File: src/one_euro_filter_bank_defines.svh
// Assertion macros for the filter bank.
`ifndef ONE_EURO_FILTER_BANK_DEFINES_SVH
`define ONE_EURO_FILTER_BANK_DEFINES_SVH

// same-cycle implication
`define OEF_ASSERT_IMP(lbl, ante, cons, msg) \
  lbl: assert property (@(posedge clk) disable iff (!rst_n) (ante) |-> (cons)) else $error(msg);

// next-cycle implication
`define OEF_ASSERT_NXT(lbl, ante, cons, msg) \
  lbl: assert property (@(posedge clk) disable iff (!rst_n) (ante) |=> (cons)) else $error(msg);

`endif

File: src/oef_pkg.sv
`timescale 1ns / 1ps
package oef_pkg;

  typedef struct packed {
    logic               rst;
    logic [5:0]         channel;
    logic signed [17:0] sample;
    logic [19:0]        us;
  } item_t;

  typedef struct packed {
    logic full;
    logic empty;
  } q_stat_t;

  typedef struct packed {
    logic        start;
    logic [31:0] cut;
    logic [19:0] us;
  } alpha_req_t;

  typedef struct packed {
    logic        done;
    logic [15:0] alpha;
  } alpha_rsp_t;

  typedef struct packed {
    logic [15:0] min_cutoff;
    logic [15:0] speed_gain;
    logic [15:0] deriv_cutoff;
  } cfg_t;

  typedef enum logic [2:0] {
    A_IDLE, A_LO, A_HI, A_DEN, A_DIV, A_FIN, A_DONE
  } alpha_st_t;

  typedef enum logic [3:0] {
    B_IDLE, B_READ, B_DIV, B_DSAT, B_ALPHA_D, B_SMD_MUL, B_SMD_ADD,
    B_CUT_MUL, B_CUT, B_ALPHA_X, B_SMX_MUL, B_SMX_ADD, B_OUT
  } back_st_t;

  localparam logic [1:0]  REG_MIN_CUTOFF   = 2'd0;
  localparam logic [1:0]  REG_SPEED_GAIN   = 2'd1;
  localparam logic [1:0]  REG_DERIV_CUTOFF = 2'd2;

  localparam logic [15:0] MIN_CUTOFF_RST   = 16'd256;
  localparam logic [15:0] SPEED_GAIN_RST   = 16'd0;
  localparam logic [15:0] DERIV_CUTOFF_RST = 16'd256;

  localparam logic [19:0] DEFAULT_STEP_US  = 20'd1000;
  localparam logic [19:0] USEC_PER_SEC     = 20'd1000000;
  localparam logic [18:0] TWO_PI_Q16       = 19'd411775;
  localparam logic [63:0] ALPHA_K          = 64'd16777216000000;
  localparam logic [59:0] ALPHA_N          = 60'd1099511627776000000;
  localparam logic [15:0] ALPHA_MAX        = 16'hFFFF;

  localparam int QUEUE_DEPTH = 2;

endpackage

File: src/oef_front.sv
`timescale 1ns / 1ps
module oef_front
  import oef_pkg::*;
#(
  parameter int CHANNELS = 64
) (
  input  logic        rst_n,
  input  logic        in_tvalid,
  output logic        in_tready,
  input  logic [47:0] in_tdata,   // channel[5:0], sample[23:6], step_us[43:24]
  input  logic        in_tuser,   // req_type
  input  q_stat_t     qs,
  output logic        push,
  output item_t       push_item
);

  logic       xfer;
  logic       in_range;
  logic [5:0] ch;
  logic [19:0] us_raw;

  assign ch       = in_tdata[5:0];
  assign us_raw   = in_tdata[43:24];
  assign in_range = ({3'd0, ch} < 9'(CHANNELS));
  assign in_tready = rst_n && !qs.full;
  assign xfer     = in_tvalid && in_tready;

  // drop filter items aimed past the last channel
  assign push = xfer && (in_tuser || in_range);

  always_comb begin
    push_item.rst     = in_tuser;
    push_item.channel = ch;
    push_item.sample  = in_tdata[23:6];
    push_item.us      = (us_raw == 20'd0) ? DEFAULT_STEP_US : us_raw;
  end

endmodule

File: config.mk
export PLATFORM = sky130hd
export DESIGN_NAME = oef_front
export DESIGN_NICKNAME = d
export VERILOG_FILES = /design/src/one_euro_filter_bank_defines.svh /design/src/oef_pkg.sv /design/src/oef_front.sv
export SDC_FILE = /design/constraint.sdc
export NUM_CORES = 1
export LEC_CHECK = 0
export CAP_MARGIN = 40
export CORE_AREA = 2 2 39 41
export DETAILED_ROUTE_END_ITERATION = 16
export DIE_AREA = 0 0 41 43
export DONT_BUFFER_PORTS = 1
export GPL_TIMING_DRIVEN = 0
export PLACE_DENSITY = 0.48
export SLEW_MARGIN = 25
export SYNTH_ARGS = -nofsm -noshare
export SYNTH_HDL_FRONTEND = slang
export SYNTH_SLANG_ARGS = --single-unit
File: constraint.sdc
create_clock -name vclk -period 1.6
set_input_delay 0.16 -clock vclk [all_inputs]
set_output_delay 0.16 -clock vclk [all_outputs]
set_load 0.005 [all_outputs]
# [Word-level counts from Yosys, hierarchy flattened]
# Index checks and enable logic that the tools add are counted.
[classes] addsub=0 n_lt_le_gt_ge=0 reduce_logical=4 n_div=0 shift=0 mux=1 bitwise_logic=0 n_eq_ne=0 multipliers=0
[ops] operator="20-bit zero test" count=1
[ops] operator="20-bit 2-to-1 mux" count=1
[ops] operator="1-bit logical AND" count=2
[ops] operator="1-bit zero test" count=1
[totals] inputBits=53 n_memories=0 word_cells=5 latchBits=0 regBits=0 ramBits=0 out_inout_bits=47 romBits=0

# [Depth between registers and ports, before layout]
[depth] word_depth=3 depth_mapped=3 depth_no_buf=3

# [Least setup slack after synthesis]
# OpenSTA, ideal clock, no wires.
[synth_path] path_kind="input to output" start="input in_tdata[36]" end="output push_item[3] (netlist bit)" slack_ns=0.675 required_ns=1.440 cell_stages=3 arrival_ns=0.765 path_buffers=0 path_cell_list="nor4_2 > nand3_2 > o21bai_1"
[synth_lines] item="from (decl)" line_no="oef_front.sv:10" text="input logic [47:0] in_tdata,"
[synth_lines] item="to (decl)" line_no="oef_front.sv:14" text="output item_t push_item"

==> reports/metrics.cfg <==
[floorplanning]
die_h_um=43
coreArea_um2=1380
die_w_um=41
start_util=0.266
dieArea_um2=1760
ios=100
row_count=14

[final_layout]
layoutNonFillerInstCount=70
seq_area_um2=0
fin_area_um2=388
fill_cells=150
seq_cells=0
clkbuf_count=0
fin_nets=109
syn_to_final_growth_pct=5.44
antenna_cells=0
final_core_util=0.280
multi_input_area_um2=121
layout-drive-gt1-share=0.537

[global_route]
antenna_found_initial=0
grt_pass1_vias=220
overflow=0
grt_max_degree=7
grt_usage=0.0669
grt_pass1_wl_um=890

[setup_path]
crit_buf_inv=0
cp.arrival_ns=0.89
worstPathMaxFanout=6
cpLargestDelayFamily=simple AND/OR/NAND/NOR gates
cpPeakStageDelay_ns=0.30
critPathKind=input port to output port
crit_slowest_cell=nor4_2
crit_chain=nor4_2 > nand3_2 > o21bai_1
required_ns=1.44
cp-start-kind=input port
end_kind=output port

[timing]
worst_slew_pin_slew_ns=0.261
tns_ns=0
hold_violations=0
max_freq_mhz=956
whs_ns=0.358
setup_slack_ns=0.554
fin_crit_sh=0.654
slew_headroom=0.824
rsz0062_at_grt=no
setup_viol_count_final=0
slew_viol_final=0
period_minus_slack_ns=1.05

[routing]
drt_pass1_iterations=1
vias=328
vias_per_cell=4.69
drc=0
totalWireLength_um=800
drt-initial-drc-count=0
post_drt_wl_per_cell_um=11.4
ant_nets=0

[power_and_ir_drop]
internal-power_uw=55.2
power.density_nw_per_um2=217
clkPwrFrac=0
combPwrFrac=1.000
switchingPower_uw=28.9
power_leakage_nw=0.158
seqPwrFrac=0
swShare=0.344
power_uw=84.1
vdd_drop_max_mv=0.0528

[placed_design]
dpl-instance-area_um2=388
gp_congestion=0.613
dpl.hpwl_um=781
io_buffers=0
dp_slack_ns=0.548
placed_cells=70

[outcome]
outcome=complete, no violations

[worst_hold_path]
hold_path.class=input port to output port

[yosys]
syn_area_per_cell_um2=6.81
synth.area.top_cells=buf_4 51%, clkbuf_1 13%, o21bai_1 12%
synth_cell_types=10
synth_commonest_cells=25 x buf_4, 13 x clkbuf_1, 6 x o21bai_1, 3 x nor4_2, 2 x nor4_1
ys_seq_area_frac=0
synth_cells=54
synth.largest_area_cell=buf_4
synth_area_um2=368
synth_most_common_cell=buf_4
syn-num-nets=107
synth_top_area_frac=0.510
synth_warnings=0

[clock_tree]
cts_setup_buffers=0
holdBufCountCts=0
cts_resized=0

[job]
drv_cap=0

[cells in the final DEF (no fill, tap or decap)]
| cell type | n |
|---|---|
| and2_1 | 1 |
| buf_4 | 25 |
| nor4_2 | 3 |
| dlygate4sd3_1 | 1 |
| nand3_2 | 1 |
| clkbuf_1 | 13 |
| nor4_1 | 2 |
| o21bai_1 | 6 |
| nand2_1 | 1 |
| nor2b_1 | 1 |
[power by group through the flow]
stage | registers, mW | clock network [mW] | logic (mW)
finish | 0 | 0 | 0.0841
global route | 0 | 0 | 0.0924
CTS | 0 | 0 | 0.0856
detailed placement | 0 | 0 | 0.0855
global placement | 0 | 0 | 0.0863
floorplan | 0 | 0 | 0.0799
[routing by layer]
metal,up-vias,part of all wire,global-route usage
met4,0,0,0
li1,142,-,-
met5,-,0,0
met3,0,0.20,0
met1,140,0.25,0.0823
met2,46,0.55,0.128
[area by class of cell]
class                      instances  share of cell area
multi-input combinational         15               0.313
buffer                            39               0.635
tap                               16              0.0516
[logic make-up (layout without fill, tap and decap cells)]
logic type,count (synthesis),count (layout),share of synthesized area
and+or+nand+nor,9,9,0.208
buffers and inverters,39,39,0.670
AOI/OAI and AO/OA,6,6,0.122
[worst paths after layout]
check	start	to	slack, ns	cells after the start
setup / recovery	in_tdata[36]	push_item[5]	0.55	3
hold / removal	qs[1]	in_tready	0.36	1
(Power assumes the default switching activity.)
