--- src/one_euro_filter_bank_defines.svh ---
// Assertion macros for the filter bank.
`ifndef ONE_EURO_FILTER_BANK_DEFINES_SVH
`define ONE_EURO_FILTER_BANK_DEFINES_SVH

// same-cycle implication
`define OEF_ASSERT_IMP(lbl, ante, cons, msg) \
  lbl: assert property (@(posedge clk) disable iff (!rst_n) (ante) |-> (cons)) else $error(msg);

// next-cycle implication
`define OEF_ASSERT_NXT(lbl, ante, cons, msg) \
  lbl: assert property (@(posedge clk) disable iff (!rst_n) (ante) |=> (cons)) else $error(msg);

`endif

--- src/oef_pkg.sv ---
`timescale 1ns / 1ps
package oef_pkg;

  typedef struct packed {
    logic               rst;
    logic [5:0]         channel;
    logic signed [17:0] sample;
    logic [19:0]        us;
  } item_t;

  typedef struct packed {
    logic full;
    logic empty;
  } q_stat_t;

  typedef struct packed {
    logic        start;
    logic [31:0] cut;
    logic [19:0] us;
  } alpha_req_t;

  typedef struct packed {
    logic        done;
    logic [15:0] alpha;
  } alpha_rsp_t;

  typedef struct packed {
    logic [15:0] min_cutoff;
    logic [15:0] speed_gain;
    logic [15:0] deriv_cutoff;
  } cfg_t;

  typedef enum logic [2:0] {
    A_IDLE, A_LO, A_HI, A_DEN, A_DIV, A_FIN, A_DONE
  } alpha_st_t;

  typedef enum logic [3:0] {
    B_IDLE, B_READ, B_DIV, B_DSAT, B_ALPHA_D, B_SMD_MUL, B_SMD_ADD,
    B_CUT_MUL, B_CUT, B_ALPHA_X, B_SMX_MUL, B_SMX_ADD, B_OUT
  } back_st_t;

  localparam logic [1:0]  REG_MIN_CUTOFF   = 2'd0;
  localparam logic [1:0]  REG_SPEED_GAIN   = 2'd1;
  localparam logic [1:0]  REG_DERIV_CUTOFF = 2'd2;

  localparam logic [15:0] MIN_CUTOFF_RST   = 16'd256;
  localparam logic [15:0] SPEED_GAIN_RST   = 16'd0;
  localparam logic [15:0] DERIV_CUTOFF_RST = 16'd256;

  localparam logic [19:0] DEFAULT_STEP_US  = 20'd1000;
  localparam logic [19:0] USEC_PER_SEC     = 20'd1000000;
  localparam logic [18:0] TWO_PI_Q16       = 19'd411775;
  localparam logic [63:0] ALPHA_K          = 64'd16777216000000;
  localparam logic [59:0] ALPHA_N          = 60'd1099511627776000000;
  localparam logic [15:0] ALPHA_MAX        = 16'hFFFF;

  localparam int QUEUE_DEPTH = 2;

endpackage

--- src/oef_fifo.sv ---
`timescale 1ns / 1ps
module oef_fifo
  import oef_pkg::*;
(
  input  logic    clk,
  input  logic    rst_n,
  input  logic    push,
  input  item_t   push_item,
  input  logic    pop,
  output item_t   head,
  output q_stat_t qs
);

  localparam int PTR_W = (QUEUE_DEPTH > 1) ? $clog2(QUEUE_DEPTH) : 1;

  item_t            mem [QUEUE_DEPTH];
  logic [PTR_W-1:0] wr_ptr_r, wr_ptr_nxt;
  logic [PTR_W-1:0] rd_ptr_r, rd_ptr_nxt;
  logic [PTR_W:0]   cnt_r, cnt_nxt;

  always_comb begin
    wr_ptr_nxt = wr_ptr_r;
    rd_ptr_nxt = rd_ptr_r;
    cnt_nxt    = cnt_r;
    if (push) begin
      wr_ptr_nxt = (wr_ptr_r == PTR_W'(QUEUE_DEPTH - 1)) ? '0 : wr_ptr_r + 1'b1;
    end
    if (pop) begin
      rd_ptr_nxt = (rd_ptr_r == PTR_W'(QUEUE_DEPTH - 1)) ? '0 : rd_ptr_r + 1'b1;
    end
    if (push && !pop) begin
      cnt_nxt = cnt_r + 1'b1;
    end else if (pop && !push) begin
      cnt_nxt = cnt_r - 1'b1;
    end
  end

  always_ff @(posedge clk) begin
    if (!rst_n) begin
      wr_ptr_r <= '0;
      rd_ptr_r <= '0;
      cnt_r    <= '0;
    end else begin
      wr_ptr_r <= wr_ptr_nxt;
      rd_ptr_r <= rd_ptr_nxt;
      cnt_r    <= cnt_nxt;
    end
  end

  always_ff @(posedge clk) begin
    if (push) begin
      mem[wr_ptr_r] <= push_item;
    end
  end

  assign head     = mem[rd_ptr_r];
  assign qs.full  = (cnt_r == (PTR_W+1)'(QUEUE_DEPTH));
  assign qs.empty = (cnt_r == '0);

endmodule

--- config.mk ---
export PLATFORM = sky130hd
export DESIGN_NAME = oef_fifo
export DESIGN_NICKNAME = d
export VERILOG_FILES = /design/src/one_euro_filter_bank_defines.svh /design/src/oef_pkg.sv /design/src/oef_fifo.sv
export SDC_FILE = /design/constraint.sdc
export NUM_CORES = 1
export LEC_CHECK = 0
export BUFFER_PORTS_ARGS = -buffer_cell sky130_fd_sc_hd__buf_2
export CAP_MARGIN = 10
export CORE_ASPECT_RATIO = 0.7
export CORE_MARGIN = 5
export CORE_UTILIZATION = 50
export CTS_CLUSTER_DIAMETER = 120
export DETAILED_ROUTE_END_ITERATION = 10
export PLACE_DENSITY = 0.77
export SETUP_SLACK_MARGIN = 0.02
export SKIP_CTS_REPAIR_TIMING = 1
export SLEW_MARGIN = 20
export SYNTH_ARGS = -nofsm -noshare
export SYNTH_HDL_FRONTEND = slang
export SYNTH_SLANG_ARGS = --single-unit
export TNS_END_PERCENT = 10
--- constraint.sdc ---
create_clock -name clk -period 4.7 [get_ports clk]
set_input_delay 0.94 -clock clk [delete_from_list [all_inputs] [get_ports clk]]
set_output_delay 0.94 -clock clk [all_outputs]
set_load 0.02 [all_outputs]
After elaboration in Yosys (flattened, before gate mapping):

Memories as Yosys holds them, arrays and structs flattened. A register that Yosys moved wholly into a read port is not among the register bits.
Index checks and enable logic that the tools add are counted.

* bits in registers: 4
* bits in latches: 0
* bits in writable memories: 90
* memory bits (read-only): 0
* output and inout bits: 47
* logic and storage cells: 23
* memories: 1

* add/sub/neg operators: 4
* $mul: 0
* div/mod/pow operators: 0
* $lt $le $gt $ge: 0
* eq/ne operators: 1
* shift operators: 0
* muxes and demuxes: 8
* bitwise logic cells: 0
* reduce and logical (&&, ||, !) cells: 6

Memories
* mem: words 2, bits a word 45, read ports 1, clocked after memory_dff 1, wr ports 1, line oef_fifo.sv:16 `item_t mem [QUEUE_DEPTH];`

Operator list (number)
* $mux 1: 6
* $mux 2: 2
* $add 1x1->1 const B: 2
* $add 2x1->2 const B: 1
* $eq 2x2->1 const B: 1
* $logic_and 1x1->1: 2
* $logic_not 1->1: 2
* $logic_not 2->1: 1
* $reduce_bool 2->1: 1
* $sub 2x1->2 const B: 1

Longest topological paths before layout:

* depth in word-level cells: 4
* depth in mapped cells: 5
* gate-level depth less buffers: 5

Worst setup path before layout:

OpenSTA, ideal clock, no wires.

* kind: input -> register
* from: input push
* to: memory mem[0][0] in the netlist's numbering, enable pin
* setup time: 0.454 ns
* arrival: 2.974 ns
* required time: 4.246 ns
* setup slack: 1.272 ns
* stages on the path: 1
* cells stage by stage: nor2b_1

* cells in the longest elaborated chain, start to end: 2

Ends and longest elaborated chain
* start: declaration: line oef_fifo.sv:7 `input logic push,`
* $mux 1: line oef_fifo.sv:51 `if (push) begin`
* $mux 1 (implied by the code): line oef_fifo.sv:52 `mem[wr_ptr_r] <= push_item;`
* end: declaration: line oef_fifo.sv:16

No other way between the ends.

==> run_results.csv <==
group,metric,value,unit
run_status,run_status,"completed",
layout,fill_cells,516,
logic_synthesis,synth_cells,162,
route,routed_wirelength,6000,µm
job,cap_viol_max_count,0,
power_and_ir_drop,cell_leakage_power,1.57,nW
grt,grt.total_usage,0.142,
layout,multi_input_area,632,µm²
placed_design,gpl.final_weighted_congestion,0.712,
clock_tree,ctsLongestPathBuffers,2,
critical_path,worst_ep_required_time,3.76,ns
layout,layout_commonest_cell,"sky130_fd_sc_hd__buf_2",
clock_tree,clkTransAtPathRegs,0.08,ns
logic_synthesis,syn_area,0.00348,mm²
logic_synthesis,synth-seq-cells,95,
route,drt_pass1_iterations,4,
layout,final_cell_mix,"sky130_fd_sc_hd__buf_2, sky130_fd_sc_hd__edfxtp_1, sky130_fd_sc_hd__mux2_2",
timing,final_hold_viol_count,0,
clock_tree,clk_latency,0.33,ns
grt,grt_start_max_net_pins,46,
placed_design,dpl.hpwl,3950,µm
timing,final.period_utilization,0.626,
grt,first_global_vias,1881,
route,via_per_inst,4.91,
critical_path,worst_setup_path_start_kind,"flop",
placed_design,buffers_on_ports,95,
logic_synthesis,synth_top_family_by_area,"multiplexers",
timing,setup-tns-final,0,ns
logic_synthesis,area_fraction_in_compound_gates_after_synthesis,0.00576,
timing,report.final.slew_viol_count,0,
critical_path,worstSetupPathType,"flop to output pin",
clock_tree,cts_tree,"done",
route,post_route_ant_nets,0,
die,core_area,0.00676,mm²
timing,max_freq,340,MHz
layout,final-instance-count-excl-fill,361,
die,die_w,110,µm
logic_synthesis,mappedNetlistNets,212,
die,i_o_pins,96,
route,routed_via_count,1774,
logic_synthesis,synth_area_per_cell,21.5,µm²
route,dr.first_iter.drc_count,68,
layout,post_route_cells_drive_above_1_share,0.584,
die,placementRows,25,
grt,total_global_routing_overflow,0,
layout,ff_latch_area,0.00280,mm²
critical_path,crit-reg2reg-launch,"wr_ptr_r$_SDFFE_PN0P_",
layout,nNetsFinal,314,
die,die_h,79.8,µm
timing,finalClockSkew,0.00531,ns
clock_tree,cts-htree-levels,3,
logic_synthesis,muxShareOfSynthArea,0.146,
layout,antenna_cells,0,
die,start_util,0.515,
clock_tree,cts-root-buf,"sky130_fd_sc_hd__clkbuf_8",
critical_path,crit_fanout,45,
clock_tree,clk_sink_count,95,
logic_synthesis,synth_sequential_area_ratio,0.806,
logic_synthesis,ys.warnings.count,0,
timing,rsz0062_at_grt,"false",
logic_synthesis,synth.lib_cells_used.distinct,17,
timing,setup_viol_count_final,0,
grt,initial_antenna_violation_count,0,
logic_synthesis,post_synth_adder_cell_area,0.00360,
timing,timing.max_slew.rel_slack,0.281,
timing,timing.final.crit_period,2.94,ns
clock_tree,tritoncts_buffers,9,
logic_synthesis,synth_xor_xnor_area_share,0.00755,
critical_path,cp.arrival,2.00,ns
critical_path,worstSetupEndpointType,"output pin",
min_path,min_from,"cnt_r[1]$_SDFFE_PN0P_",
route,route.detailed.drc,0,
placed_design,pre_cts_slack,2.08,ns
timing,crit_path_setup_slack_layout,1.76,ns
timing,max_slew.worst_pin.slew,1.08,ns
power_and_ir_drop,ir_drop,0.214,mV
logic_synthesis,synth_simple_gate_area_frac,0.0162,
layout,area.growth.synth_to_final,20.3,%
route,routedWlPerCell,16.6,µm
layout,postLayoutCoreUtil,0.619,
power_and_ir_drop,cellPowerDensity,391,mW/mm²
grt,global_route_wire_length_before_repair,9160,µm
placed_design,place_inst,347,
die,die-area,0.00875,mm²
min_path,class_of_the_most_critical_hold_timing_path,"flop to flop",
flip-flops by register name, indices dropped and copies added (netlist names), named ones only:
signal    cells
mem          90
cnt_r         2
wr_ptr_r      1
rd_ptr_r      1
path summary, 6_finish.rpt:
check                           cells past startpoint               endpoint  slack, ns
worst min register to register                      2  cnt_r[1]$_SDFFE_PN0P_       0.55
worst max register to register                      2   mem[0][29]$_DFFE_PP_       3.01
worst min-delay path                                2  cnt_r[1]$_SDFFE_PN0P_       0.55
worst max-delay path                                2                head[4]       1.76
metrics by stage:
step	total power [mW]	cell area, µm²	hold WS, ns
finish	1.64	4190	0.551
global route	1.71	4190	0.615
CTS	1.66	4180	0.550
detailed placement	1.23	4040	0.535
global placement	1.23	4040	0.487
floorplan	1.16	3480	0.466
layer usage:
layer,wire length (µm),up-vias,global-route usage
li1,-,827,-
met1,2640,873,0.177
met2,2770,71,0.227
met3,574,3,0.0711
met4,8,0,0.0262
met5,0,-,0
power by group:
group / internal, mW / switching [mW] / total [mW]
Combinational: 0.0925 / 0.117 / 0.210
Clock: 0.186 / 0.239 / 0.424
Sequential: 0.975 / 0.0267 / 1.00
synth_stat cells:
master | number | area share
sky130_fd_sc_hd__buf_6 | 4 | 0.013
sky130_fd_sc_hd__ha_1 | 1 | 0.0036
sky130_fd_sc_hd__o21a_1 | 1 | 0.0022
sky130_fd_sc_hd__nor2_1 | 1 | 0.0011
sky130_fd_sc_hd__a21boi_1 | 1 | 0.0022
sky130_fd_sc_hd__buf_2 | 1 | 0.0014
sky130_fd_sc_hd__and2_1 | 4 | 0.0072
sky130_fd_sc_hd__xor2_1 | 2 | 0.0050
sky130_fd_sc_hd__or3_1 | 1 | 0.0018
sky130_fd_sc_hd__o21ai_0 | 1 | 0.0014
sky130_fd_sc_hd__edfxtp_1 | 90 | 0.78
sky130_fd_sc_hd__mux2_2 | 45 | 0.15
sky130_fd_sc_hd__inv_1 | 1 | 0.0011
sky130_fd_sc_hd__and2b_2 | 1 | 0.0025
sky130_fd_sc_hd__xnor2_1 | 1 | 0.0025
sky130_fd_sc_hd__nor2b_1 | 2 | 0.0036
sky130_fd_sc_hd__dfxtp_1 | 5 | 0.029
cells by family (layout without fill, tap and decap cells):
kind of cell,after synthesis,after routing
adders and majority gates,1,1
xor gates and xnor gates,3,3
AOI/OAI and AO/OA,3,3
and+or+nand+nor,9,9
DFF,95,95
buffers and inverters,6,111
muxes,45,45
layout make-up:
cell class	instances	share of cell area
tap	94	0.0281
multi-input combinational	61	0.151
inverter	1	0.000897
sequential	95	0.670
clock inverter	2	0.00239
clock buffer	12	0.0323
timing repair buffer	96	0.115
worst max-delay path, cell delays in order (launching register included):
cell,delay [ns]
sky130_fd_sc_hd__dfxtp_2,1.04
sky130_fd_sc_hd__mux2_2,0.43
sky130_fd_sc_hd__buf_2,0.16
Power figures use the tool's default switching activity.
