===== src/one_euro_filter_bank_defines.svh =====
// Assertion macros for the filter bank.
`ifndef ONE_EURO_FILTER_BANK_DEFINES_SVH
`define ONE_EURO_FILTER_BANK_DEFINES_SVH

// same-cycle implication
`define OEF_ASSERT_IMP(lbl, ante, cons, msg) \
  lbl: assert property (@(posedge clk) disable iff (!rst_n) (ante) |-> (cons)) else $error(msg);

// next-cycle implication
`define OEF_ASSERT_NXT(lbl, ante, cons, msg) \
  lbl: assert property (@(posedge clk) disable iff (!rst_n) (ante) |=> (cons)) else $error(msg);

`endif


===== src/oef_pkg.sv =====
`timescale 1ns / 1ps
package oef_pkg;

  typedef struct packed {
    logic               rst;
    logic [5:0]         channel;
    logic signed [17:0] sample;
    logic [19:0]        us;
  } item_t;

  typedef struct packed {
    logic full;
    logic empty;
  } q_stat_t;

  typedef struct packed {
    logic        start;
    logic [31:0] cut;
    logic [19:0] us;
  } alpha_req_t;

  typedef struct packed {
    logic        done;
    logic [15:0] alpha;
  } alpha_rsp_t;

  typedef struct packed {
    logic [15:0] min_cutoff;
    logic [15:0] speed_gain;
    logic [15:0] deriv_cutoff;
  } cfg_t;

  typedef enum logic [2:0] {
    A_IDLE, A_LO, A_HI, A_DEN, A_DIV, A_FIN, A_DONE
  } alpha_st_t;

  typedef enum logic [3:0] {
    B_IDLE, B_READ, B_DIV, B_DSAT, B_ALPHA_D, B_SMD_MUL, B_SMD_ADD,
    B_CUT_MUL, B_CUT, B_ALPHA_X, B_SMX_MUL, B_SMX_ADD, B_OUT
  } back_st_t;

  localparam logic [1:0]  REG_MIN_CUTOFF   = 2'd0;
  localparam logic [1:0]  REG_SPEED_GAIN   = 2'd1;
  localparam logic [1:0]  REG_DERIV_CUTOFF = 2'd2;

  localparam logic [15:0] MIN_CUTOFF_RST   = 16'd256;
  localparam logic [15:0] SPEED_GAIN_RST   = 16'd0;
  localparam logic [15:0] DERIV_CUTOFF_RST = 16'd256;

  localparam logic [19:0] DEFAULT_STEP_US  = 20'd1000;
  localparam logic [19:0] USEC_PER_SEC     = 20'd1000000;
  localparam logic [18:0] TWO_PI_Q16       = 19'd411775;
  localparam logic [63:0] ALPHA_K          = 64'd16777216000000;
  localparam logic [59:0] ALPHA_N          = 60'd1099511627776000000;
  localparam logic [15:0] ALPHA_MAX        = 16'hFFFF;

  localparam int QUEUE_DEPTH = 2;

endpackage


===== src/oef_alpha.sv =====
`timescale 1ns / 1ps
module oef_alpha
  import oef_pkg::*;
(
  input  logic       clk,
  input  logic       rst_n,
  input  alpha_req_t req,
  output alpha_rsp_t rsp
);

  alpha_st_t   st_r, st_nxt;
  logic [51:0] t_r;
  logic [62:0] acc_r;
  logic [79:0] dsh_r;
  logic [59:0] rem_r;
  logic [16:0] q_r;
  logic [4:0]  cnt_r;
  logic [15:0] alpha_r;

  logic [40:0] hi_p;
  logic [79:0] rem_ext;
  logic        fits;
  logic [16:0] q_fin;

  assign hi_p    = 41'(t_r[43:22]) * 41'(TWO_PI_Q16);
  assign rem_ext = {20'd0, rem_r};
  assign fits    = (rem_ext >= dsh_r);
  assign q_fin   = q_r + {16'd0, (rem_r != 60'd0)};

  always_comb begin
    st_nxt = st_r;
    case (st_r)
      A_IDLE: if (req.start) st_nxt = A_LO;
      A_LO:   st_nxt = (t_r[51:44] != 8'd0) ? A_DONE : A_HI;
      A_HI:   st_nxt = A_DEN;
      A_DEN:  st_nxt = A_DIV;
      A_DIV:  if (cnt_r == 5'd0) st_nxt = A_FIN;
      A_FIN:  st_nxt = A_DONE;
      A_DONE: st_nxt = A_IDLE;
      default: st_nxt = A_IDLE;
    endcase
  end

  always_comb begin
    rsp.done  = (st_r == A_DONE);
    rsp.alpha = alpha_r;
  end

  always_ff @(posedge clk) begin
    if (!rst_n) begin
      st_r <= A_IDLE;
    end else begin
      st_r <= st_nxt;
    end
  end

  always_ff @(posedge clk) begin
    case (st_r)
      A_IDLE: begin
        if (req.start) t_r <= 52'(req.cut) * 52'(req.us);
      end
      A_LO: begin
        acc_r   <= 63'(t_r[21:0]) * 63'(TWO_PI_Q16);
        alpha_r <= ALPHA_MAX;
      end
      A_HI: begin
        acc_r <= acc_r + {hi_p, 22'd0};
      end
      A_DEN: begin
        dsh_r <= {ALPHA_K + {1'b0, acc_r}, 16'd0};
        rem_r <= ALPHA_N;
        q_r   <= '0;
        cnt_r <= 5'd16;
      end
      A_DIV: begin
        if (fits) rem_r <= 60'(rem_ext - dsh_r);
        q_r   <= {q_r[15:0], fits};
        dsh_r <= dsh_r >> 1;
        cnt_r <= cnt_r - 5'd1;
      end
      A_FIN: begin
        alpha_r <= 16'(17'h10000 - q_fin);
      end
      default: ;
    endcase
  end

endmodule


===== config.mk =====
export PLATFORM = sky130hd
export DESIGN_NAME = oef_alpha
export DESIGN_NICKNAME = d
export VERILOG_FILES = /design/src/one_euro_filter_bank_defines.svh /design/src/oef_pkg.sv /design/src/oef_alpha.sv
export SDC_FILE = /design/constraint.sdc
export NUM_CORES = 2
export LEC_CHECK = 0
export ABC_AREA = 1
export ABC_CLOCK_PERIOD_IN_PS = 6300
export BUFFER_PORTS_ARGS = -buffer_cell sky130_fd_sc_hd__buf_2
export CORE_ASPECT_RATIO = 0.8
export CORE_UTILIZATION = 55
export CTS_BUF_LIST = sky130_fd_sc_hd__clkbuf_16
export DETAILED_ROUTE_END_ITERATION = 6
export HOLD_SLACK_MARGIN = 0.12
export PLACE_DENSITY = 0.82
export SLEW_MARGIN = 20
export SYNTH_ARGS = -nofsm -noshare
export SYNTH_HDL_FRONTEND = slang
export SYNTH_SLANG_ARGS = --single-unit

===== constraint.sdc =====
create_clock -name clk -period 6.3 [get_ports clk]
set_input_delay 0.945 -clock clk [delete_from_list [all_inputs] [get_ports clk]]
set_output_delay 0.945 -clock clk [all_outputs]
set_load 0.02 [all_outputs]

# Word-level counts from Yosys, hierarchy flattened
# Index checks and enable logic that the tools add are counted.
[word_totals]
word_cells = 48
output_inout_bits = 17
regBits = 295
input_bits = 55
[op_classes]
n_lt_le_gt_ge = 1
muxes = 11
mul = 3
n_eq_ne = 9
add_sub_neg = 6
reduce_logical = 10
[op_table]
columns = ["cell", "n"]
rows = [
  ["80-bit case mux with 2 select lines", 1],
  ["63-bit case mux with 2 select lines", 1],
  ["60-bit case mux with 2 select lines", 1],
  ["22-bit by 19-bit multiplier with 41-bit output (second input constant)", 2],
  ["60-bit by 80-bit greater-or-equal comparator with 1-bit output", 1],
  ["44-bit by 63-bit adder with 64-bit output (first input constant)", 1],
  ["16-bit case mux with 2 select lines", 2],
  ["63-bit adder", 1],
  ["60-bit two-way mux", 1],
  ["60-bit nonzero test", 1],
  ["60-bit subtractor", 1],
  ["32-bit by 20-bit multiplier with 52-bit output", 1],
  ["3-bit case mux with 6 select lines", 1],
  ["16-bit by 1-bit adder with 16-bit output", 1],
  ["1-bit by 16-bit subtractor with 16-bit output (first input constant)", 1],
  ["5-bit case mux with 2 select lines", 1],
  ["3-bit == test (second input constant)", 3],
  ["3-bit two-way mux", 3],
  ["8-bit nonzero test", 1],
  ["3-bit by 2-bit == test with 1-bit output (second input constant)", 2],
  ["2-bit inequality test (second input constant)", 3],
  ["2-bit AND reduction", 3],
  ["2-bit nonzero test", 3],
  ["5-bit zero test", 1],
  ["3 further kinds", 3],
]

# Longest topological paths before layout
[logic_depth]
ltp_word = 4
ltp_mapped = 35

# Worst setup path before layout
# OpenSTA, ideal clock, no wires.
[synth_timing]
path_kind = "input-to-reg"
start = "input port req[5] (netlist name)"
end = "register t_r[42], data pin"
path_slack_ps = -277
setup_time_ps = 253
path_buffers = 1
t_required_ps = 6047
t_arrival_ps = 6325
cell_stages = 30
path_cell_list = "clkbuf_1 nand2_1 fa_1 inv_1 fa_1 inv_1 fa_1 inv_1 fa_1 inv_1 fa_1 inv_1 fa_1 inv_1 fa_1 inv_1 ha_1 nand2_1 nor2_1 inv_1 nor2_1 inv_1 nor3_2 nand2_1 nand2_1 nand2_1 nand2_1 nand2_1 inv_1 nor2_1"
[synth_between]
elab_chain_cells = 1
[synth_lines]
columns = ["item", "line_no", "rtl"]
rows = [
  ["start: declaration", "oef_alpha.sv:7", "input alpha_req_t req,"],
  ["32-bit by 20-bit multiplier with 52-bit output", "oef_alpha.sv:60", "if (req.start) t_r <= 52'(req.cut) * 52'(req.us);"],
  ["end signal: assignment", "oef_alpha.sv:60", ""],
  ["end: declaration", "oef_alpha.sv:12", "logic [51:0] t_r;"],
]
# Every way passes these cells.
# A chain may end at the register's enable or synchronous reset.

# Final worst setup path
[layout_timing]
start = "register t_r[30]"
end = "register acc_r[50], data pin"
[layout_between]
elab_chain_cells = 3
[layout_lines]
columns = ["item", "line_no", "rtl"]
rows = [
  ["22-bit by 19-bit multiplier with 41-bit output", "oef_alpha.sv:25", "assign hi_p = 41'(t_r[43:22]) * 41'(TWO_PI_Q16);"],
  ["63-bit adder", "oef_alpha.sv:67", "acc_r <= acc_r + {hi_p, 22'd0};"],
  ["63-bit case mux with 2 select lines", "oef_alpha.sv:58", "case (st_r)"],
  ["end signal: assignment", "oef_alpha.sv:63", "acc_r <= 63'(t_r[21:0]) * 63'(TWO_PI_Q16);"],
  ["end signal: assignment", "oef_alpha.sv:67", ""],
  ["end: declaration", "oef_alpha.sv:13", "logic [62:0] acc_r;"],
]
# Every way passes these cells.

==> impl_summary.txt <==
----------------------------------------------------
[Global route]
  Grt ovf ... 0
  Maximum number of pins on one net before global-route repair ... just under 80
  Via count of the first global-routing pass ... 53300
  Global-route usage over all layers ... about a third
  Global-route wire length before repair ... between 200000 and 300000 um
  Antenna violations before repair ... 0

[Clocking]
  Number of buffers inserted during clock tree synthesis ... 31
  Cell chosen for the clock root ... sky130_fd_sc_hd__clkbuf_16
  Clock latency reported for the late side of the worst-skew pair ... about 0.63 ns
  Hold-fix buffer count after cts ... 0
  CTS sink cnt ... approximately 300
  Level count of the clock H-tree ... 1
  CTS tree ... yes
  Number of buffers on the longest clock path ... 3
  CTS clock-pin slew for the worst setup and hold paths ... ~0.06 ns

[Die]
  Number of I/O pins ... 72
  Starting utilization of the core area ... between 50% and 60%
  Die Area ... 0.103 sq mm
  Y dimension of the die ... ~290 um
  Die W ... about 360 um
  Number of rows created at floorplan ... ~100
  Total core area ... just over 0.1 sq mm

[STA]
  Total negative slack ... -20.31 ns
  Achievable Freq ... between 100 and 150 MHz
  Minimum period implied by the final worst setup slack ... 7.16 ns
  Smallest setup slack after layout ... -0.856 ns
  Final worst path period share ... 114%
  Number of endpoints failing setup at the final stage ... 47
  Final Skew ... ~0.028 ns
  Slew at the pin closest to its max-slew limit ... around 0.9 ns
  Hold violation total from the final report ... 0
  Relative slew margins ... 38.8%
  RSZ-0062 raised after global routing ... yes
  Worst Hold Margin ... between 0.5 and 0.6 ns
  Max-slew violation count ... 0

[Synthesis]
  Number of distinct library cells after synthesis ... 55
  Post-synth EDFFs ... 292
  Number of cells produced by synthesis ... around 7100
  Dominant register cell in the synthesized netlist ... sky130_fd_sc_hd__edfxtp_1
  Largest area contributor in the netlist ... sky130_fd_sc_hd__fa_1
  Synthesized cell area ... approximately 0.056 sq mm
  Share of synthesized area occupied by flip-flops and latches ... between 10% and 20%
  Async set or reset register ratio after synthesis ... 0%
  Synthesized net count ... about 8600
  FF+latch count, synth ... 295
  Top cell type's share of synthesized area ... between 20% and 30%
  Most area-consuming cells after synthesis ... sky130_fd_sc_hd__fa_1 29%, sky130_fd_sc_hd__edfxtp_1 16%, sky130_fd_sc_hd__ha_1 14%
  Synth warnings ... 0
  Post-Synthesis Mean Instance Area ... slightly below 8 sq um

[Min path]
  Worst min-delay path endpoint ... dsh_r[23]
  Hold_sp ... acc_r[7]
  WHS Path Cells ... 2
  Kind of path behind the tightest hold check ... register to register

[Final layout]
  Design area ... 0.0713 sq mm
  Layout area overhead ... 27.3%
  Layout net count ... between 9000 and 10000
  Layout fillers ... approximately 6800
  Most common library cell in the layout ignoring fill and taps ... sky130_fd_sc_hd__inv_1
  Commonest cells after routing, fill and taps aside ... 1611 x sky130_fd_sc_hd__inv_1, 1367 x sky130_fd_sc_hd__nand2_1, 772 x sky130_fd_sc_hd__fa_1, 686 x sky130_fd_sc_hd__buf_4, 504 x sky130_fd_sc_hd__ha_1
  Share of post-route cells with drive strength above 1 ... between 20 and 25%

[Worst setup path]
  Startpoint kind of the worst setup timing path ... register
  Launch instance of the worst register-to-register path ... t_r[30]
  Worst path slowest cell ... sky130_fd_sc_hd__fa_1
  Maximum fanout encountered on the critical timing path ... 4
  FF-to-FF setup slack ... -0.86 ns
  Arrival time at the worst endpoint ... ~7.5 ns
  WP data required ... around 6.7 ns
  CP Capture Type ... register
  Number of cells traversed by the worst register-to-register path ... 32
  Type of the setup path with the least slack ... register to register
  Worst path most repeated cell ... sky130_fd_sc_hd__buf_4
  Peak per-stage delay on the critical path ... roughly 0.57 ns
  Worst R2R End ... acc_r[50]

[Placed design]
  Port buffer count ... 71
  Total placed instance area ... 0.0627 sq mm
  Setup WS pre-CTS ... -0.875 ns
  Final HPWL from detailed placement ... ~130000 um
  Global placer's final weighted congestion ... 1.00

[Routing]
  Via density per instance ... ~5.8
  Via Count ... around 53000
  First drt pass iteration count ... 7
  Final Routed Wirelength ... approximately 190000 um
  Residual DRC ... 5
  ANT nets after route ... 0
  Routed len/inst ... between 20 and 25 um
  Number of DRC markers after the initial detailed-route iteration ... between 5000 and 6000

[Flow run]
  Number of max-cap violations ... 0

[Status]
  Result of the run ... finished with violations
  Failing checks ... design-rule violations, negative setup slack

----------------------------------------------------
-- cell families after synthesis --
group	Yosys count	share of synthesized area (%)
xor+xnor	141	2.21
simple gates	2479	18.0
compound gates	843	8.38
fa+ha+maj	1423	42.7
buf+inv	1927	13.0
flops	295	15.8
-- worst max-delay path, delay by kind of cell (launching register included) --
family / cells / cell delay, ns
buf+inv: 11 / 1.42
xor+xnor: 1 / 0.26
compound gates: 5 / 0.90
flops: 1 / 0.41
simple gates: 7 / 0.71
fa+ha+maj: 8 / 3.18
-- cells in the mapped netlist (6+ instances only) --
cell type / count
sky130_fd_sc_hd__inv_1: 1763
sky130_fd_sc_hd__nand2_1: 1537
sky130_fd_sc_hd__fa_1: 810
sky130_fd_sc_hd__ha_1: 613
sky130_fd_sc_hd__nor2_1: 549
sky130_fd_sc_hd__a21oi_1: 366
sky130_fd_sc_hd__edfxtp_1: 292
sky130_fd_sc_hd__o21ai_0: 277
sky130_fd_sc_hd__nand3_1: 177
sky130_fd_sc_hd__clkbuf_1: 141
sky130_fd_sc_hd__xor2_1: 90
sky130_fd_sc_hd__nor3_1: 56
sky130_fd_sc_hd__xnor2_1: 51
sky130_fd_sc_hd__nand4_1: 41
sky130_fd_sc_hd__a21o_1: 35
sky130_fd_sc_hd__a31oi_1: 34
sky130_fd_sc_hd__nor4_1: 33
sky130_fd_sc_hd__o21bai_1: 31
sky130_fd_sc_hd__o21ai_1: 23
sky130_fd_sc_hd__o21a_1: 21
sky130_fd_sc_hd__a21boi_0: 18
sky130_fd_sc_hd__nor2_2: 18
sky130_fd_sc_hd__nand3b_1: 16
sky130_fd_sc_hd__buf_2: 14
sky130_fd_sc_hd__nand2_2: 14
sky130_fd_sc_hd__or2_2: 12
sky130_fd_sc_hd__o21ai_2: 9
sky130_fd_sc_hd__inv_2: 6
sky130_fd_sc_hd__nand3_2: 6
-- layer usage --
layer | share of wire [%] | GRT usage, % | routed length [um] | vias to the layer above
li1 | - | - | - | 23300
met1 | 36 | 42.3 | 68800 | 25400
met2 | 47 | 55.6 | 89100 | 3483
met3 | 9.9 | 4.70 | 19000 | 1124
met4 | 7.6 | 13.4 | 14500 | 0
met5 | 0 | 0 | 0 | -
-- stage by stage --
| step | util (%) | instances |
|---|---|---|
| global placement | 62.2 | 8981 |
| global route | 70.8 | 9225 |
| floorplan | - | 7108 |
| detailed placement | 62.2 | 8981 |
| finish | 70.8 | 9226 |
| CTS | 66.2 | 9109 |
-- worst max-delay path by stage --
stage,startpoint,endpoint
global route,t_r[30],acc_r[59]
CTS,t_r[31],acc_r[54]
floorplan,req[5],t_r[42]
global placement,req[5],t_r[41]
detailed placement,req[33],t_r[41]
finish,t_r[30],acc_r[50]
-- sequential cells by signal, summed over array words and instances, names as in the netlist --
name	flops
rem_r	60
dsh_r	80
q_r	16
t_r	52
cnt_r	5
alpha_r	16
st_r	3
acc_r	63
-- cell type report --
cell class                      count  area [sq um]  share of cell area, %
Multi-Input combinational cell   4886         45300                   63.6
Clock inverter                     27           258                  0.362
Sequential cell                   295          8830                   12.4
Antenna cell                        1          2.50                0.00351
Tap cell                         1325          1660                   2.33
Clock buffer                       31           776                   1.09
Inverter                         1769          6680                   9.37
Timing Repair Buffer              892          7730                   10.8
-- what timing repair did --
| item | in CTS | in global routing |
|---|---|---|
| gates resized for setup | 558 | 922 |
| pin swaps | 258 | 452 |
| gates cloned | 0 | 8 |
| buffers inserted | 78 | 114 |
| setup endpoints to repair | 55 | 65 |
Power is left out: the tool's default activity adds up to more than one toggle a clock period on the data nets, which glitch-free logic cannot reach.
